### config.mk
export PLATFORM = sky130hd
export DESIGN_NAME = pcc_queue
export DESIGN_NICKNAME = d
export VERILOG_FILES = /design/src/hw/rtl/pcc_pkg.sv /design/src/hw/rtl/pcc_queue.sv
export SDC_FILE = /design/constraint.sdc
export NUM_CORES = 2
export LEC_CHECK = 0
export BUFFER_PORTS_ARGS = -buffer_cell sky130_fd_sc_hd__buf_2
export CORE_MARGIN = 2
export CORE_UTILIZATION = 34
export DETAILED_ROUTE_END_ITERATION = 8
export PLACE_DENSITY = 0.6
export SLEW_MARGIN = 40
export SYNTH_ARGS = -nofsm -noshare
export SYNTH_HDL_FRONTEND = slang
export SYNTH_SLANG_ARGS = --single-unit
### constraint.sdc
create_clock -name clock -period 59.1 [get_ports clock]
set_input_delay 14.775 -clock clock [delete_from_list [all_inputs] [get_ports clock]]
set_output_delay 14.775 -clock clock [all_outputs]
set_load 0.01 [all_outputs]
### src/hw/rtl/pcc_pkg.sv
`default_nettype none
// ---------------------------------------------------------------------------
// pcc_pkg
// Shared types and constants for the point/circle constrain block.
// ---------------------------------------------------------------------------
package pcc_pkg;

   localparam int COORD_W  = 32;
   localparam int RADIUS_W = 31;
   localparam int DIFF_W   = COORD_W + 1;          // exact difference
   localparam int SUMSQ_W  = 2 * DIFF_W + 2;       // padded to an even width
   localparam int ROOT_W   = SUMSQ_W / 2;
   localparam int PROD_W   = DIFF_W + RADIUS_W;    // |d| * r
   localparam int QUOT_W   = 35;                   // quotient bits kept
   localparam int QDEPTH   = 8;                    // front to back queue depth
   localparam int SQRT_STAGES = ROOT_W;
   localparam int DIV_STAGES  = QUOT_W;

   localparam logic OP_LOCK = 1'b0;
   localparam logic OP_BUMP = 1'b1;

   // one classified word handed from the front to the back
   typedef struct packed {
      logic                      move;
      logic                      degen;
      logic                      neg_x;
      logic                      neg_y;
      logic [DIFF_W-1:0]         abs_x;
      logic [DIFF_W-1:0]         abs_y;
      logic [COORD_W-1:0]        cx;
      logic [COORD_W-1:0]        cy;
      logic [COORD_W-1:0]        px;
      logic [COORD_W-1:0]        py;
      logic [RADIUS_W-1:0]       radius;
      logic [SUMSQ_W-1:0]        sumsq;
   } pcc_item_type;

endpackage
`default_nettype wire

### src/hw/rtl/pcc_queue.sv
`default_nettype none
// ---------------------------------------------------------------------------
// pcc_queue
// Short first-in first-out queue between the front and the back.
// ---------------------------------------------------------------------------
module pcc_queue (
   input  wire logic                  clock,
   input  wire logic                  reset,
   input  wire logic                  push,
   input  wire pcc_pkg::pcc_item_type push_item,
   input  wire logic                  pop,
   output      pcc_pkg::pcc_item_type pop_item,
   output      logic                  not_empty,
   output      logic [$clog2(pcc_pkg::QDEPTH):0] fill
);
   import pcc_pkg::*;

   localparam int PW = $clog2(QDEPTH);

   pcc_item_type        mem_ff [QDEPTH];
   logic [PW-1:0]       wr_ff, rd_ff;
   logic [PW:0]         cnt_ff, cnt_in;
   logic                do_pop;

   assign do_pop = pop && (cnt_ff != '0);

   always_comb begin
      cnt_in = cnt_ff;
      if (push && !do_pop) begin
         cnt_in = cnt_ff + (PW+1)'(1);
      end else if (do_pop && !push) begin
         cnt_in = cnt_ff - (PW+1)'(1);
      end
   end

   always_ff @(posedge clock) begin
      if (reset) begin
         wr_ff  <= '0;
         rd_ff  <= '0;
         cnt_ff <= '0;
      end else begin
         cnt_ff <= cnt_in;
         if (push) begin
            wr_ff <= wr_ff + PW'(1);
         end
         if (do_pop) begin
            rd_ff <= rd_ff + PW'(1);
         end
      end
      if (push) begin
         mem_ff[wr_ff] <= push_item;
      end
   end

   assign pop_item  = mem_ff[rd_ff];
   assign not_empty = (cnt_ff != '0);
   assign fill      = cnt_ff;

endmodule
`default_nettype wire

==> flow_summary.yaml <==
worst_setup_path:
  critical_path_class: "register to primary output"
  r2r_slack_ns: 54.75
  cp-end-kind: "primary output"
  r2r_end: "mem_ff[7][168]"
  endpoint: "pop_item[209]"
  path_max_fanout: 64
  crit_required_ns: 44.33
  r2r-start: "wr_ff[0]"
  reg2reg_depth: 6
  start_kind: "register"
  cp.arrival_ns: 7.43
yosys:
  ys_seq_area_frac: 0.797
  synth_nets: 3808
  synth.top_cell.area_share: 0.794
  synth_top_cells_by_area: "edfxtp_1 (79%), mux4_2 (15%), mux2_2 (3.7%)"
  yosys_register_bits: 2389
  synth_area_leader_cell: "edfxtp_1"
  syn_avg_cell_area_sq_um: 25.7
  yosysWarnings: 0
  syn-cell-area_sq_um: 89800
  ys_types: 26
  syn_inst: 3501
layout:
  layout_common_cells: "edfxtp_1 (2,376), buf_2 (602), mux4_2 (594)"
  final_nets: 4587
  nFillCells: 22900
  layout-drive-gt1-share: 0.432
  areaGrowthSynthToFinish_pct: 17.5
  final_common_cell: "edfxtp_1"
sta:
  setup_violations: 0
  holdWs_ns: 0.477
  fin_crit_sh: 0.376
  min_period_ns: 22.20
  timing.fmax_ghz: 0.0450
  finalSetupTns_ns: 0
  drv_slew: 0
  tightest_slew_ns: 0.891
  hold_viol: 0
  skew_ns: 0.0246
  relSlewSlack: 0.406
  rsz0062_at_grt: "false"
clocking:
  cts_resized: 0
  post_cts_buffers: 0
  cts_max_path_buffers: 4
  clk_pin_slew_ns: 0.06
  clkSinkCount: 2389
  cts_root_buf: "clkbuf_16"
  htree_num_levels: 5
  hold_buffers: 0
  tritoncts: "yes"
  clk_latency_ns: 0.86
  cts-buffers-inserted: 262
floorplanning:
  die_y_microns: 518
  num_rows: 188
  initial_core_util: 0.342
  core_area_sq_um: 263000
  ios: 603
  die_w_microns: 518
  die_area_sq_um: 268000
global_routing:
  use_met3: 0.0509
  grt_pass1_vias: 41700
  grt.busiest_layer: "met2"
  met1_usage: 0.192
  grt.total_usage: 0.144
  antenna_found_initial: 81
  grt_pass1_wl_microns: 289000
  overflow: 0
  grt_max_degree: 119
  use_met2: 0.224
worst_hold_path:
  whs_path_depth: 2
  hold_class: "register to register"
placement:
  io_buffer_count: 602
  place_congestion: 0.723
  dpl.hpwl_microns: 108000
power:
  switching_share: 0.250
  p_per_area_nw_per_um2: 40.9
  peakVddDrop_uv: 33.3
  seq_power_share: 0.447
  intPower_mw: 3.24
  power.share.clock: 0.362
  power_frac_comb: 0.191
  p_switching_mw: 1.08
  p_leak_nw: 33.0
route:
  vias: 39800
  first_pass_iters: 5
  drc: 0
  wl_per_cell_microns: 24.7
  detail-route-antenna-nets: 0
  drtIter0Drc: 2966
  wirelength_microns: 198000
  viasPerCell: 4.96
run_status:
  status: "finished clean"
job:
  cap_violations: 0
-- synthesized netlist by cell type --
library cell,instances
nor2_1,18
nor3_1,2
dfxtp_1,13
edfxtp_1,2376
ha_1,5
buf_6,59
a211oi_1,1
mux2_2,297
a21oi_1,3
buf_2,19
nor2b_1,1
xor2_1,4
buf_8,4
nand2_1,5
clkbuf_1,78
or4_1,1
nand3_1,3
nand2b_1,3
mux4_2,594
a31oi_1,1
inv_1,1
mux2i_1,2
buf_1,7
mux2_1,1
fa_1,1
xnor2_1,2
-- flip-flops by register name, summed over array words and instances (netlist names), named ones only --
name,count
fill,4
wr_ff,3
rd_ff,3
mem_ff,2376
-- per-stage QoR --
stage / instances / utilization / setup WS, ns / instance area [sq um] / power (mW)
after floorplan: 3501 / - / 22.95 / 89800 / 2.59
after global placement: 7523 / 0.369 / 36.62 / 96800 / 2.80
after detailed placement: 7529 / 0.370 / 37.30 / 97100 / 2.81
after CTS: 7991 / 0.401 / 36.32 / 105000 / 4.39
after global routing: 8002 / 0.402 / 36.03 / 105000 / 4.50
final: 8022 / 0.402 / 36.90 / 105000 / 4.32
-- final cells by class --
type	count	area [sq um]	area share
sequential	2389	71600	0.679
multi-input combinational	944	17100	0.162
clock buffer	325	6960	0.0660
tap	3515	4400	0.0417
timing repair buffer	682	4030	0.0382
clock inverter	137	1280	0.0121
antenna	29	72.6	0.000688
inverter	1	3.75	0.0000356
-- cells by family (layout without fill, tap and decap cells) --
logic type      count (synthesis)  in the layout  synth area share
flops                        2389           2389             0.797
mux                           894            894             0.187
buf+inv                       168           1145            0.0127
simple gates                   33             33           0.00160
fa+ha+maj                       6              6          0.000919
xor+xnor                        6              6          0.000585
compound gates                  5              5          0.000320
other cells                     0             29                 0
-- power groups by stage --
| stage | Combinational [mW] | Sequential [mW] | Clock [mW] |
|---|---|---|---|
| floorplan | 0.606 | 1.98 | 0 |
| global placement | 0.834 | 1.96 | 0 |
| detailed placement | 0.841 | 1.97 | 0 |
| CTS | 0.846 | 1.93 | 1.61 |
| global route | 0.891 | 1.93 | 1.67 |
| finish | 0.824 | 1.93 | 1.56 |
-- worst max-delay path: stages, from the launching register on --
cell and delay, ns:
dfxtp_4 0.67, buf_6 0.60, buf_6 0.56, buf_4 0.71, buf_6 0.59, buf_12 0.32, buf_16 0.44, buf_4 0.71
buf_6 0.59, mux4_2 0.59, mux2_2 0.31, buf_2 0.15
-- routing by layer --
metal  vias up  routed length (microns)
met5         -                      450
met4        72                     4730
met3       368                    17600
met2      1166                    92600
met1     21400                    82500
li1      16800                        -
-- how the worst min path moves through the flow --
stage               endpoint      from  slack, ns
finish              register  rd_ff[1]       0.48
global placement    register  rd_ff[1]       0.45
floorplan           register  rd_ff[1]       0.45
CTS                 register  rd_ff[1]       0.48
global route        register  rd_ff[1]       0.52
detailed placement  register  rd_ff[1]       0.47
Power figures use the tool's default switching activity.
